### config.mk
export PLATFORM = sky130hd
export DESIGN_NAME = clipped_pixel_blitter_yuyv_core
export DESIGN_NICKNAME = d
export VERILOG_FILES = /design/src/rtl/cpb_pkg.sv /design/src/rtl/cpb_regs.sv /design/src/rtl/cpb_yuv2rgb.sv /design/src/rtl/clipped_pixel_blitter_yuyv_core.sv
export VERILOG_INCLUDE_DIRS = /design/src /design/src/rtl
export SDC_FILE = /design/constraint.sdc
export NUM_CORES = 1
export LEC_CHECK = 0
export BUFFER_PORTS_ARGS = -buffer_cell sky130_fd_sc_hd__buf_2
export CAP_MARGIN = 25
export CORE_MARGIN = 3
export CORE_UTILIZATION = 45
export DETAILED_ROUTE_END_ITERATION = 8
export GPL_TIMING_DRIVEN = 0
export PLACE_DENSITY_LB_ADDON = 0.08
export REMOVE_ABC_BUFFERS = 1
export SLEW_MARGIN = 20
export SYNTH_ARGS = -nofsm -noshare
export SYNTH_HDL_FRONTEND = slang
export SYNTH_SLANG_ARGS = --single-unit
### constraint.sdc
create_clock -name clk -period 11.25 [get_ports clk]
set_input_delay 1.125 -clock clk [delete_from_list [all_inputs] [get_ports clk]]
set_output_delay 1.125 -clock clk [all_outputs]
set_load 0.1 [all_outputs]
### src/rtl/assert_macros.svh
// Assertion macros shared by the blitter RTL.
`ifndef ASSERT_MACROS_SVH
`define ASSERT_MACROS_SVH

// Checks that an antecedent implies a consequent in the same cycle.
// The module that uses it must have clk and arst_n in scope.
`define ASSERT_IMPL(label, ante, cons, msg) \
	label: assert property (@(posedge clk) disable iff (!arst_n) (ante) |-> (cons)) \
		else $error(msg);

// Checks that an antecedent implies a consequent in the next cycle.
`define ASSERT_NEXT(label, ante, cons, msg) \
	label: assert property (@(posedge clk) disable iff (!arst_n) (ante) |=> (cons)) \
		else $error(msg);

`endif

### src/rtl/cpb_pkg.sv
// Shared types and constants of the clipped pixel blitter.
package cpb_pkg;

	localparam int DIM_W   = 13;
	localparam int COL_W   = 12;
	localparam int ADDR_W  = 24;
	localparam int PIX_W   = 32;
	localparam int APB_AW  = 5;
	localparam int APB_DW  = 32;

	localparam int MAX_SCREEN_DIM_DEFAULT = 4096;

	// Largest image dimension in pixels or rows.
	localparam logic [DIM_W-1:0] IMG_MAX = 13'd4096;

	// Pixel format codes; the unused code behaves as plain copy.
	localparam logic [1:0] FMT_XRGB = 2'd0;
	localparam logic [1:0] FMT_RGBA = 2'd1;
	localparam logic [1:0] FMT_YUYV = 2'd2;

	// Register indexes (byte address is four times the index).
	localparam logic [2:0] REG_FORMAT = 3'd0;
	localparam logic [2:0] REG_SCR_W  = 3'd1;
	localparam logic [2:0] REG_SCR_H  = 3'd2;
	localparam logic [2:0] REG_ORG_X  = 3'd3;
	localparam logic [2:0] REG_ORG_Y  = 3'd4;
	localparam logic [2:0] REG_IMG_W  = 3'd5;
	localparam logic [2:0] REG_IMG_H  = 3'd6;

	// Decoded and clamped configuration seen by the datapath.
	typedef struct packed {
		logic                    yuyv;
		logic                    rgba;
		logic [DIM_W-1:0]        scr_w;
		logic [DIM_W-1:0]        scr_h;
		logic signed [DIM_W-1:0] org_x;
		logic signed [DIM_W-1:0] org_y;
		logic [DIM_W-1:0]        img_w;
		logic [DIM_W-1:0]        img_h;
	} cfg_t;

endpackage

### src/rtl/cpb_regs.sv
// Configuration registers of the blitter with an APB-style access port.
module cpb_regs #(
	parameter int MAX_SCREEN_DIM = cpb_pkg::MAX_SCREEN_DIM_DEFAULT
) (
	input  logic                       clk,
	input  logic                       arst_n,
	input  logic                       psel,
	input  logic                       penable,
	input  logic                       pwrite,
	input  logic [cpb_pkg::APB_AW-1:0] paddr,
	input  logic [cpb_pkg::APB_DW-1:0] pwdata,
	output logic [cpb_pkg::APB_DW-1:0] prdata,
	output cpb_pkg::cfg_t              cfg
);
	import cpb_pkg::*;

	// Screen dimensions cannot exceed what the 13-bit registers hold.
	localparam logic [DIM_W-1:0] SCR_CAP =
		(MAX_SCREEN_DIM > 8191) ? 13'd8191 : DIM_W'(MAX_SCREEN_DIM);

	logic [1:0]       fmt_q;
	logic [DIM_W-1:0] scr_w_q;
	logic [DIM_W-1:0] scr_h_q;
	logic [DIM_W-1:0] org_x_q;
	logic [DIM_W-1:0] org_y_q;
	logic [DIM_W-1:0] img_w_q;
	logic [DIM_W-1:0] img_h_q;
	logic             wr_en;
	logic [2:0]       reg_idx;

	function automatic logic [DIM_W-1:0] clamp_dim(logic [DIM_W-1:0] v, logic [DIM_W-1:0] cap);
		logic [DIM_W-1:0] r;
		if (v == '0) begin
			r = DIM_W'(1);
		end else if (v > cap) begin
			r = cap;
		end else begin
			r = v;
		end
		return r;
	endfunction

	assign wr_en   = psel && penable && pwrite;
	assign reg_idx = paddr[APB_AW-1:2];

	// Register writes.
	always_ff @(posedge clk or negedge arst_n) begin
		if (!arst_n) begin
			fmt_q   <= FMT_XRGB;
			scr_w_q <= 13'd1280;
			scr_h_q <= 13'd720;
			org_x_q <= '0;
			org_y_q <= '0;
			img_w_q <= 13'd1;
			img_h_q <= 13'd1;
		end else if (wr_en) begin
			unique case (reg_idx)
				REG_FORMAT: fmt_q   <= pwdata[1:0];
				REG_SCR_W:  scr_w_q <= pwdata[DIM_W-1:0];
				REG_SCR_H:  scr_h_q <= pwdata[DIM_W-1:0];
				REG_ORG_X:  org_x_q <= pwdata[DIM_W-1:0];
				REG_ORG_Y:  org_y_q <= pwdata[DIM_W-1:0];
				REG_IMG_W:  img_w_q <= pwdata[DIM_W-1:0];
				REG_IMG_H:  img_h_q <= pwdata[DIM_W-1:0];
				default: ;
			endcase
		end
	end

	// Register readback.
	always_comb begin
		unique case (reg_idx)
			REG_FORMAT: prdata = {30'b0, fmt_q};
			REG_SCR_W:  prdata = {19'b0, scr_w_q};
			REG_SCR_H:  prdata = {19'b0, scr_h_q};
			REG_ORG_X:  prdata = {19'b0, org_x_q};
			REG_ORG_Y:  prdata = {19'b0, org_y_q};
			REG_IMG_W:  prdata = {19'b0, img_w_q};
			REG_IMG_H:  prdata = {19'b0, img_h_q};
			default:    prdata = '0;
		endcase
	end

	// Decoded format and clamped dimensions for the datapath.
	always_comb begin
		cfg.yuyv  = (fmt_q == FMT_YUYV);
		cfg.rgba  = (fmt_q == FMT_RGBA);
		cfg.scr_w = clamp_dim(scr_w_q, SCR_CAP);
		cfg.scr_h = clamp_dim(scr_h_q, SCR_CAP);
		cfg.org_x = $signed(org_x_q);
		cfg.org_y = $signed(org_y_q);
		cfg.img_w = clamp_dim(img_w_q, IMG_MAX);
		cfg.img_h = clamp_dim(img_h_q, IMG_MAX);
	end

endmodule

### src/rtl/cpb_yuv2rgb.sv
// Crude YUV to RGB conversion of one pixel with clamping to 0..255.
module cpb_yuv2rgb (
	input  logic [7:0]                 luma,
	input  logic [7:0]                 cb,
	input  logic [7:0]                 cr,
	output logic [cpb_pkg::PIX_W-1:0]  rgb
);
	import cpb_pkg::*;

	localparam logic signed [9:0] CHROMA_BIAS = 10'sd128;
	// Bias of the green term: 128 divided by 8.
	localparam logic signed [9:0] GREEN_BIAS  = 10'sd16;

	logic signed [9:0] r_raw;
	logic signed [9:0] g_raw;
	logic signed [9:0] b_raw;
	logic [7:0]        r_sat;
	logic [7:0]        g_sat;
	logic [7:0]        b_sat;

	function automatic logic [7:0] sat8(logic signed [9:0] v);
		logic [7:0] r;
		if (v[9]) begin
			r = 8'h00;
		end else if (v[8]) begin
			r = 8'hFF;
		end else begin
			r = v[7:0];
		end
		return r;
	endfunction

	// Unclamped color channels.
	assign r_raw = $signed({2'b0, luma}) + $signed({2'b0, cb}) - CHROMA_BIAS;
	assign g_raw = $signed({2'b0, luma}) - $signed({3'b0, luma[7:1]})
		- $signed({5'b0, cr[7:3]}) + GREEN_BIAS;
	assign b_raw = $signed({2'b0, luma}) + $signed({2'b0, cr}) - CHROMA_BIAS;

	// Clamp and pack as XRGB.
	assign r_sat = sat8(r_raw);
	assign g_sat = sat8(g_raw);
	assign b_sat = sat8(b_raw);
	assign rgb   = {8'h00, r_sat, g_sat, b_sat};

endmodule

### src/rtl/clipped_pixel_blitter_yuyv_core.sv
// Top level of the clipped pixel blitter with packed YUYV expansion.
//
// Source words enter on the s_ stream in raster order of the image; each gives
// framebuffer writes on the m_ stream: address in m_tdata[23:0], pixel word in
// m_tdata[55:24], write enable in m_tuser[0], last result of the word in
// m_tuser[1], and m_tlast on the last result of the whole image.
// Pixels off screen come out with write enable low and zero address and data.
// Registers are to be set over the APB port while the block is idle; the block does not check this.
// An accepted word is held in the input stage, its results in the output
// register. XRGB and RGBA words give one result each; a YUYV word gives two, and
// its pixels leave one per cycle via the single output register unless stalled.
// The row product is formed in the input stage, the column add, clip compare
// and color conversion in the second; the output register holds the result.
// When the receiver stalls the output register holds and the input stage keeps
// one word waiting, after which s_tready drops.
// Reset clears the image row and column counters, empties both stages and
// loads the register defaults: XRGB, 1280 by 720 screen, origin 0, 1 by 1 image.
module clipped_pixel_blitter_yuyv_core #(
	parameter int MAX_SCREEN_DIM = cpb_pkg::MAX_SCREEN_DIM_DEFAULT
) (
	input  logic                       clk,
	input  logic                       arst_n,
	input  logic                       psel,
	input  logic                       penable,
	input  logic                       pwrite,
	input  logic [cpb_pkg::APB_AW-1:0] paddr,
	input  logic [cpb_pkg::APB_DW-1:0] pwdata,
	output logic [cpb_pkg::APB_DW-1:0] prdata,
	output logic                       pready,
	input  logic                       s_tvalid,
	output logic                       s_tready,
	input  logic [31:0]                s_tdata,   // source_word
	output logic                       m_tvalid,
	input  logic                       m_tready,
	output logic [55:0]                m_tdata,   // write_address, pixel_value
	output logic [1:0]                 m_tuser,   // write_enable, last_of_item
	output logic                       m_tlast    // image_done
);
	import cpb_pkg::*;

	cfg_t cfg;

	// Image position counters.
	logic [COL_W-1:0] col_q;
	logic [COL_W-1:0] row_q;

	// Input stage.
	logic                 s1_valid_q;
	logic                 phase_q;
	logic [PIX_W-1:0]     word_s1;
	logic                 yuyv_s1;
	logic                 rgba_s1;
	logic                 row_vis_s1;
	logic [ADDR_W-1:0]    row_base_s1;
	logic signed [14:0]   sx0_s1;
	logic                 second_in_s1;
	logic                 done_s1;

	// Output stage.
	logic                 out_valid_s2;
	logic                 we_s2;
	logic [ADDR_W-1:0]    addr_s2;
	logic [PIX_W-1:0]     pix_s2;
	logic                 last_s2;
	logic                 done_s2;

	logic                 in_accept;
	logic [DIM_W-1:0]     step;
	logic [DIM_W-1:0]     col_plus;
	logic [DIM_W-1:0]     row_plus;
	logic                 row_end;
	logic                 in_done;
	logic signed [14:0]   sy;
	logic signed [14:0]   sx0;
	logic                 row_vis;
	logic [25:0]          row_prod;
	logic                 second_in;

	logic                 out_free;
	logic                 emit;
	logic                 s1_final;
	logic signed [14:0]   sx;
	logic                 pix_vis;
	logic [ADDR_W-1:0]    pix_addr;
	logic [7:0]           luma;
	logic [PIX_W-1:0]     yuv_rgb;
	logic [PIX_W-1:0]     pix_value;

	cpb_regs #(
		.MAX_SCREEN_DIM(MAX_SCREEN_DIM)
	) u_regs (
		.clk     (clk),
		.arst_n  (arst_n),
		.psel    (psel),
		.penable (penable),
		.pwrite  (pwrite),
		.paddr   (paddr),
		.pwdata  (pwdata),
		.prdata  (prdata),
		.cfg     (cfg)
	);

	assign pready = 1'b1;

	// Handshake between the stages.
	assign out_free  = !out_valid_s2 || m_tready;
	assign emit      = s1_valid_q && out_free;
	assign s1_final  = !yuyv_s1 || phase_q;
	assign s_tready  = !s1_valid_q || (emit && s1_final);
	assign in_accept = s_tvalid && s_tready;

	// Row and image end detection from the counters.
	assign step     = cfg.yuyv ? DIM_W'(2) : DIM_W'(1);
	assign col_plus = {1'b0, col_q} + step;
	assign row_plus = {1'b0, row_q} + DIM_W'(1);
	assign row_end  = (col_plus >= cfg.img_w);
	assign in_done  = row_end && (row_plus >= cfg.img_h);

	// Screen row, its visibility and its base address; first screen column.
	assign sy        = {{2{cfg.org_y[DIM_W-1]}}, cfg.org_y} + $signed({3'b0, row_q});
	assign row_vis   = !sy[14] && (sy[13:0] < {1'b0, cfg.scr_h});
	assign row_prod  = {13'b0, sy[DIM_W-1:0]} * {13'b0, cfg.scr_w};
	assign sx0       = {{2{cfg.org_x[DIM_W-1]}}, cfg.org_x} + $signed({3'b0, col_q});
	assign second_in = (({1'b0, col_q}) + DIM_W'(1)) < cfg.img_w;

	// Counters advance with each accepted word and wrap at the end of the image.
	always_ff @(posedge clk or negedge arst_n) begin
		if (!arst_n) begin
			col_q <= '0;
			row_q <= '0;
		end else if (in_accept) begin
			if (in_done) begin
				col_q <= '0;
				row_q <= '0;
			end else if (row_end) begin
				col_q <= '0;
				row_q <= row_plus[COL_W-1:0];
			end else begin
				col_q <= col_plus[COL_W-1:0];
			end
		end
	end

	// Input stage control: a YUYV word stays for two results.
	always_ff @(posedge clk or negedge arst_n) begin
		if (!arst_n) begin
			s1_valid_q <= 1'b0;
			phase_q    <= 1'b0;
		end else begin
			if (in_accept) begin
				s1_valid_q <= 1'b1;
			end else if (emit && s1_final) begin
				s1_valid_q <= 1'b0;
			end
			if (emit) begin
				phase_q <= yuyv_s1 && !phase_q;
			end
		end
	end

	// Input stage payload.
	always_ff @(posedge clk) begin
		if (in_accept) begin
			word_s1      <= s_tdata;
			yuyv_s1      <= cfg.yuyv;
			rgba_s1      <= cfg.rgba;
			row_vis_s1   <= row_vis;
			row_base_s1  <= row_prod[ADDR_W-1:0];
			sx0_s1       <= sx0;
			second_in_s1 <= second_in;
			done_s1      <= in_done;
		end
	end

	// Column clip and address of the current pixel.
	assign sx       = sx0_s1 + $signed({14'b0, phase_q});
	assign pix_vis  = (!phase_q || second_in_s1) && row_vis_s1 && !sx[14]
		&& (sx[13:0] < {1'b0, cfg.scr_w});
	assign pix_addr = row_base_s1 + {10'b0, sx[13:0]};

	// Pixel word for the current format.
	assign luma = phase_q ? word_s1[15:8] : word_s1[31:24];

	cpb_yuv2rgb u_yuv2rgb (
		.luma (luma),
		.cb   (word_s1[7:0]),
		.cr   (word_s1[23:16]),
		.rgb  (yuv_rgb)
	);

	always_comb begin
		priority if (yuyv_s1) begin
			pix_value = yuv_rgb;
		end else if (rgba_s1) begin
			pix_value = {8'h00, word_s1[31:8]};
		end else begin
			pix_value = word_s1;
		end
	end

	// Output register control.
	always_ff @(posedge clk or negedge arst_n) begin
		if (!arst_n) begin
			out_valid_s2 <= 1'b0;
		end else if (emit) begin
			out_valid_s2 <= 1'b1;
		end else if (m_tready) begin
			out_valid_s2 <= 1'b0;
		end
	end

	// Output register payload; invisible pixels carry zero address and data.
	always_ff @(posedge clk) begin
		if (emit) begin
			we_s2   <= pix_vis;
			addr_s2 <= pix_vis ? pix_addr : '0;
			pix_s2  <= pix_vis ? pix_value : '0;
			last_s2 <= s1_final;
			done_s2 <= s1_final && done_s1;
		end
	end

	assign m_tvalid = out_valid_s2;
	assign m_tdata  = {pix_s2, addr_s2};
	assign m_tuser  = {last_s2, we_s2};
	assign m_tlast  = done_s2;

	`include "assert_macros.svh"

	`ASSERT_IMPL(a_done_only_on_last, out_valid_s2 && done_s2, last_s2,
		"Image end flagged on a result that is not the last of its item.")
	`ASSERT_IMPL(a_blank_when_off, out_valid_s2 && !we_s2,
		(addr_s2 == '0) && (pix_s2 == '0),
		"Invisible pixel carries a nonzero address or value.")
	`ASSERT_IMPL(a_second_phase_yuyv, phase_q, s1_valid_q && yuyv_s1,
		"Second pixel phase without a YUYV word in the input stage.")
	`ASSERT_NEXT(a_wrap_after_done, in_accept && in_done,
		(col_q == '0) && (row_q == '0),
		"Counters did not wrap after the last word of the image.")

endmodule

After elaboration in Yosys (flattened, before gate mapping):

Cells that the tools add are included.

* bits in registers: 242
* latch bits: 0
* memory bits (writable): 0
* ROM bits: 0
* bits of input ports: 76
* output and inout port bits: 94
* word-level logic and storage cells: 125
* memories kept: 0

* add/sub/neg operators: 14
* $mul: 1
* divide/modulo/power cells: 0
* magnitude comparators: 9
* equality and inequality tests: 8
* shift-type cells: 0
* multiplexer cells: 27
* bitwise operators: 1
* reductions and logical operators: 39

Operators by type and width (number)
* two-way mux 13 bit: 8
* case mux 13 bit (7 select lines): 1
* two-way mux 8 bit: 7
* greater-than comparator 13 bit (second input constant): 4
* zero test 13 bit: 4
* two-way mux 12 bit: 4
* two-way mux 24 bit: 2
* adder 13 x 13 -> 14 bit: 2
* less-than comparator 14 x 13 -> 1 bit: 2
* adder 12 x 1 -> 13 bit (second input constant): 2
* greater-or-equal comparator 13 bit: 2
* adder 24 x 14 -> 24 bit: 1
* multiplier 13 x 13 -> 24 bit: 1
* subtractor 10 x 9 -> 10 bit (second input constant): 2
* adder 8 x 8 -> 9 bit: 2
* AND reduction 2 bit: 8
* adder 15 x 2 -> 15 bit: 1
* adder 12 x 2 -> 13 bit: 1
* less-than comparator 13 bit: 1
* logical AND 1 bit: 12
* adder 10 x 6 -> 10 bit (second input constant): 1
* subtractor 10 x 6 -> 10 bit: 1
* == test 3 bit (second input constant): 3
* subtractor 8 x 7 -> 9 bit: 1
* other kinds (12): 26

Depth between registers and ports, before layout:

* word-level depth: 7
* gate-level depth with buffers: 28
* gate-level depth less buffers: 28

Cells and area by module:

Synthesis repeated with hierarchy kept, for this count alone.

* cells, all modules: 2180
* area, all modules: 21727.1 um^2

By module, submodules not included
* clipped_pixel_blitter_yuyv_core: instances 1, cells an instance 1602, area an instance 15603.7 um^2, seq. area each 4699.5 um^2
* cpb_regs: instances 1, cells an instance 358, area an instance 4312.9 um^2, seq. area each 2011.9 um^2
* cpb_yuv2rgb: instances 1, cells an instance 220, area an instance 1810.5 um^2, seq. area each 0.0 um^2

Worst setup path after synthesis:

Ideal clock, no wire load.

* path kind: register to register
* from: reg row_q[0]
* to: reg row_base_s1[23], data pin
* library setup time: 260 ps
* data arrival time: 6486 ps
* data required time: 10990 ps
* slack: 4504 ps
* stages on the path, launching flop included: 28
* buffers on the path: 0
* period minus slack after synthesis: 6746 ps
* path through: dfrtp_1 -> ha_1 -> inv_1 -> fa_1 -> nor2b_1 -> o31a_1 -> or4_4 -> a31o_2 -> xnor2_2 -> nor2_1 -> fa_1 -> inv_1 -> fa_1 -> inv_1 -> fa_1 -> fa_1 -> inv_1 -> fa_1 -> inv_1 -> ha_1 -> o21a_1 -> o21ai_1 -> a21oi_1 -> a2111oi_2 -> o31ai_1 -> a21oi_1 -> xnor2_1 -> xnor2_1

* word-level cells in the longest chain between the ends: 2

RTL lines
* from (decl): RTL line clipped_pixel_blitter_yuyv_core.sv:45 `logic [COL_W-1:0] row_q;`
* from (signal assigned): RTL line clipped_pixel_blitter_yuyv_core.sv:137 `row_q <= row_plus[COL_W-1:0];`
* adder 13 x 13 -> 14 bit: RTL line clipped_pixel_blitter_yuyv_core.sv:120 `assign sy = {{2{cfg.org_y[DIM_W-1]}}, cfg.org_y} + $signed({3'b0, row_q});`
* multiplier 13 x 13 -> 24 bit: RTL line clipped_pixel_blitter_yuyv_core.sv:122 `assign row_prod = {13'b0, sy[DIM_W-1:0]} * {13'b0, cfg.scr_w};`
* via row_prod[23]: RTL line clipped_pixel_blitter_yuyv_core.sv:76 `logic [25:0] row_prod;`
* to (signal assigned): RTL line clipped_pixel_blitter_yuyv_core.sv:168 `row_base_s1 <= row_prod[ADDR_W-1:0];`
* to (decl): RTL line clipped_pixel_blitter_yuyv_core.sv:54 `logic [ADDR_W-1:0] row_base_s1;`

The timed path passes the listed nets, and every way through them passes these cells.
A chain may end at the register's enable or synchronous reset.

Worst setup path after layout:

* from: reg row_q[1]
* to: reg row_base_s1[23], data pin

Same word-level chain as after synthesis.

==> results_dict.tcl <==
set metrics [dict create \
    synth_top_area_share 0.1944 \
    path_class "reg -> reg" \
    dieArea_um2 48620 \
    final_cell_area_um2 22930 \
    whs_endpoint "m_tvalid$_DFFE_PN0P_" \
    synth_area_per_cell_um2 9.756 \
    via_per_inst 5.407 \
    finalSetupViolCount 0 \
    slew_headroom 0.2593 \
    die_h_um 220.5 \
    cp_max_fo 8 \
    portBuffers 128 \
    min_from "s1_valid_q$_DFFE_PN0P_" \
    fin_crit_ns 8.076 \
    cts_buffers 29 \
    routed_wl_mm 53.95 \
    r2r_end "row_base_s1[23]$_DFFE_PP_" \
    hold_path_depth 1 \
    cts_tree "built" \
    cts-root-buf "clkbuf_16" \
    io_pins 170 \
    crit_path_start_kind "flip-flop" \
    nFillCells 4211 \
    period_share 0.7179 \
    path_common_cell "fa_1" \
    clk_pin_slew_ns 0.06 \
    async_reset_ff_frac 0.4440 \
    wire_per_inst_um 18.97 \
    vdd_drop_max_v 0.0001876 \
    grt_max_degree 61 \
    dieWidth_um 220.5 \
    status "complete, no violations" \
    hold_ws_ns 0.4868 \
    grt_pass1_wl_mm 84.87 \
    yosysWarnings 0 \
    skew_ns 0.01491 \
    num_vias 15380 \
    drv_cap 0 \
    grt_antenna_before_repair 1 \
    ys_ff_latch 241 \
    yosys_most_used_dff "edfxtp_1" \
    synth_edf_count 134 \
    hold_viol_final 0 \
    p_total_mw 5.188 \
    synth_cell_type_count 71 \
    crit_path_max_incr_delay_ns 0.70 \
    area_growth_pct 10.77 \
    final_layout_size_suffix_gt1_frac 0.1364 \
    postCtsHoldBufs 0 \
    p_per_area_nw_per_um2 226.2 \
    dp_hpwl_mm 42.16 \
    endpoint_kind "flip-flop" \
    yosysMostFrequentCell "inv_1" \
    synth_common_cells "inv_1 (241), ha_1 (209), nor2_1 (203)" \
    syn_area_um2 20700 \
    clk_latency_ns 0.56 \
    reg2reg_slack_ns 3.17 \
    r2r_start "row_q[1]$_DFFE_PN0P_" \
    crit_family "adder cells" \
    tightest_slew_ns 1.107 \
    clkSinkCount 241 \
    cts_buffer_depth 3 \
    cts_resized 0 \
    synth_area_leaders "edfxtp_1 (19%), ha_1 (13%), fa_1 (12%)" \
    start_util 0.4621 \
    yosysTopAreaCell "edfxtp_1" \
    gr-total-overflow 0 \
    first_global_vias 15340 \
    critical_path_arrival_ns 8.37 \
    cts_max_level 1 \
    crit_slowest_cell "xor2_1" \
    fmax_mhz 123.8 \
    worst-path-buf-inv 4 \
    crit_required_ns 11.55 \
    placementRows 77 \
    crit_chain "ha_1, a211oi_1, o21bai_1, a21oi_1, xor2_1, clkinv_1, nand2_1, fa_1, fa_1, fa_1, inv_1, fa_1, inv_1, fa_1, inv_1, ha_1, o21a_1, o21ai_1, a21oi_1, a2111oi_2, o31ai_1, a21oi_1, xnor2_1, xnor2_1" \
    cp.depth 24 \
    gp_congestion 0.9125 \
    pre_cts_ws_ns 3.323 \
    grt.total_usage 0.2220 \
    drt-pass1-iter-count 7 \
    place_area_um2 21970 \
    hp-class "reg -> reg" \
    rsz0062_at_grt "no" \
    cts_setup_buffers 0 \
    fin_nets 2642 \
    p_leak_nw 10.61 \
    drtIter0Drc 902 \
    drc_errors 0 \
    ant_nets 0 \
    slew_viol_final 0 \
    finalSetupTns_ns 0 \
    core_um2 44800 \
    ys_seq_area_frac 0.3242 \
    rr_worst_depth 24 \
    setup_slack_ns 3.174 \
    synthCells 2122 \
]
[placed cells by master (no fill, tap or decap), types with 6 or more instances in the layout]
cell / netlist / final
and2_1: 16 / 15
o21a_1: 14 / 14
dfstp_2: 8 / 8
and3_1: 16 / 16
nand2b_1: 22 / 22
dfrtp_1: 99 / 99
a21oi_1: 100 / 100
clkinv_1: 7 / 12
nand4_1: 13 / 13
nor4_1: 9 / 9
a211oi_1: 17 / 17
buf_2: 1 / 128
clkbuf_16: 0 / 29
ha_1: 209 / 209
a31oi_1: 13 / 13
o21ai_1: 13 / 13
nor2b_1: 43 / 43
mux2i_1: 33 / 33
a21o_1: 35 / 35
nand2_1: 196 / 196
inv_1: 241 / 241
clkbuf_1: 49 / 6
edfxtp_1: 134 / 134
a221oi_1: 11 / 11
o21bai_1: 10 / 10
xnor2_1: 75 / 75
nor2_1: 203 / 202
o31ai_1: 9 / 9
xor2_1: 45 / 45
conb_1: 2 / 20
or3_1: 9 / 9
nand3_1: 34 / 33
mux2_2: 91 / 91
fa_1: 128 / 128
nor3_1: 23 / 22
o21ai_0: 84 / 84
[power by group]
part | total [mW] | leakage, nW | internal (mW) | switching [mW]
clock network | 0.936 | 0.458 | 0.562 | 0.374
logic | 2.90 | 7.49 | 1.05 | 1.85
registers | 1.35 | 2.67 | 1.18 | 0.177
[per-layer routing]
| metal | track usage | wire [µm] | vias to the layer above |
|---|---|---|---|
| met5 | 0 | 0 | - |
| met4 | 0.04756 | 1111 | 0 |
| met3 | 0.02952 | 2662 | 69 |
| met2 | 0.3633 | 25020 | 402 |
| met1 | 0.3174 | 25160 | 7484 |
| li1 | - | - | 7423 |
[sequential cells by signal, indices dropped and copies added, names as in the netlist, 2 cells and up]
name,flops
pix_s2,32
word_s1,32
addr_s2,24
row_base_s1,24
sx0_s1,14
u_regs.img_h_q,13
u_regs.img_w_q,13
u_regs.org_x_q,13
u_regs.org_y_q,13
u_regs.scr_h_q,13
u_regs.scr_w_q,13
col_q,12
row_q,12
u_regs.fmt_q,2
[final cells by class]
type,instances,area (µm²),area share
sequential,241,6711,0.2927
clock buffer,35,748.2,0.03263
tap,592,740.7,0.03230
inverter,253,952.2,0.04152
multi-input combinational,1564,12740,0.5554
timing repair buffer,140,849.6,0.03705
antenna,2,5.005,0.0002182
clock inverter,17,188.9,0.008239
[stage by stage]
step	utilization	std cells
after detailed placement	0.4905	2788
after floorplan	-	2058
after global placement	0.4857	2778
final	0.5119	2844
after CTS	0.5114	2840
after global routing	0.5118	2842
[worst max path at each step]
stage / startpoint / to
after floorplan: row_q[0]$_DFFE_PN0P_ / row_base_s1[23]$_DFFE_PP_
after global placement: row_q[0]$_DFFE_PN0P_ / row_base_s1[23]$_DFFE_PP_
after detailed placement: row_q[1]$_DFFE_PN0P_ / row_base_s1[23]$_DFFE_PP_
after CTS: row_q[1]$_DFFE_PN0P_ / row_base_s1[23]$_DFFE_PP_
after global routing: row_q[0]$_DFFE_PN0P_ / row_base_s1[23]$_DFFE_PP_
final: row_q[1]$_DFFE_PN0P_ / row_base_s1[23]$_DFFE_PP_
[logic make-up (layout without fill, tap and decap cells)]
group | count (synthesis) | in the layout | synth area share
flip-flops | 241 | 241 | 0.3242
buffers and inverters | 335 | 445 | 0.06485
XOR/XNOR | 123 | 123 | 0.05367
adder cells (fa/ha/maj) | 337 | 337 | 0.2501
multiplexers | 125 | 125 | 0.06654
AND/OR/NAND/NOR | 602 | 602 | 0.1316
other | 2 | 22 | 0.0003628
AO/OA/AOI/OAI | 357 | 357 | 0.1087
(Power assumes the default switching activity.)
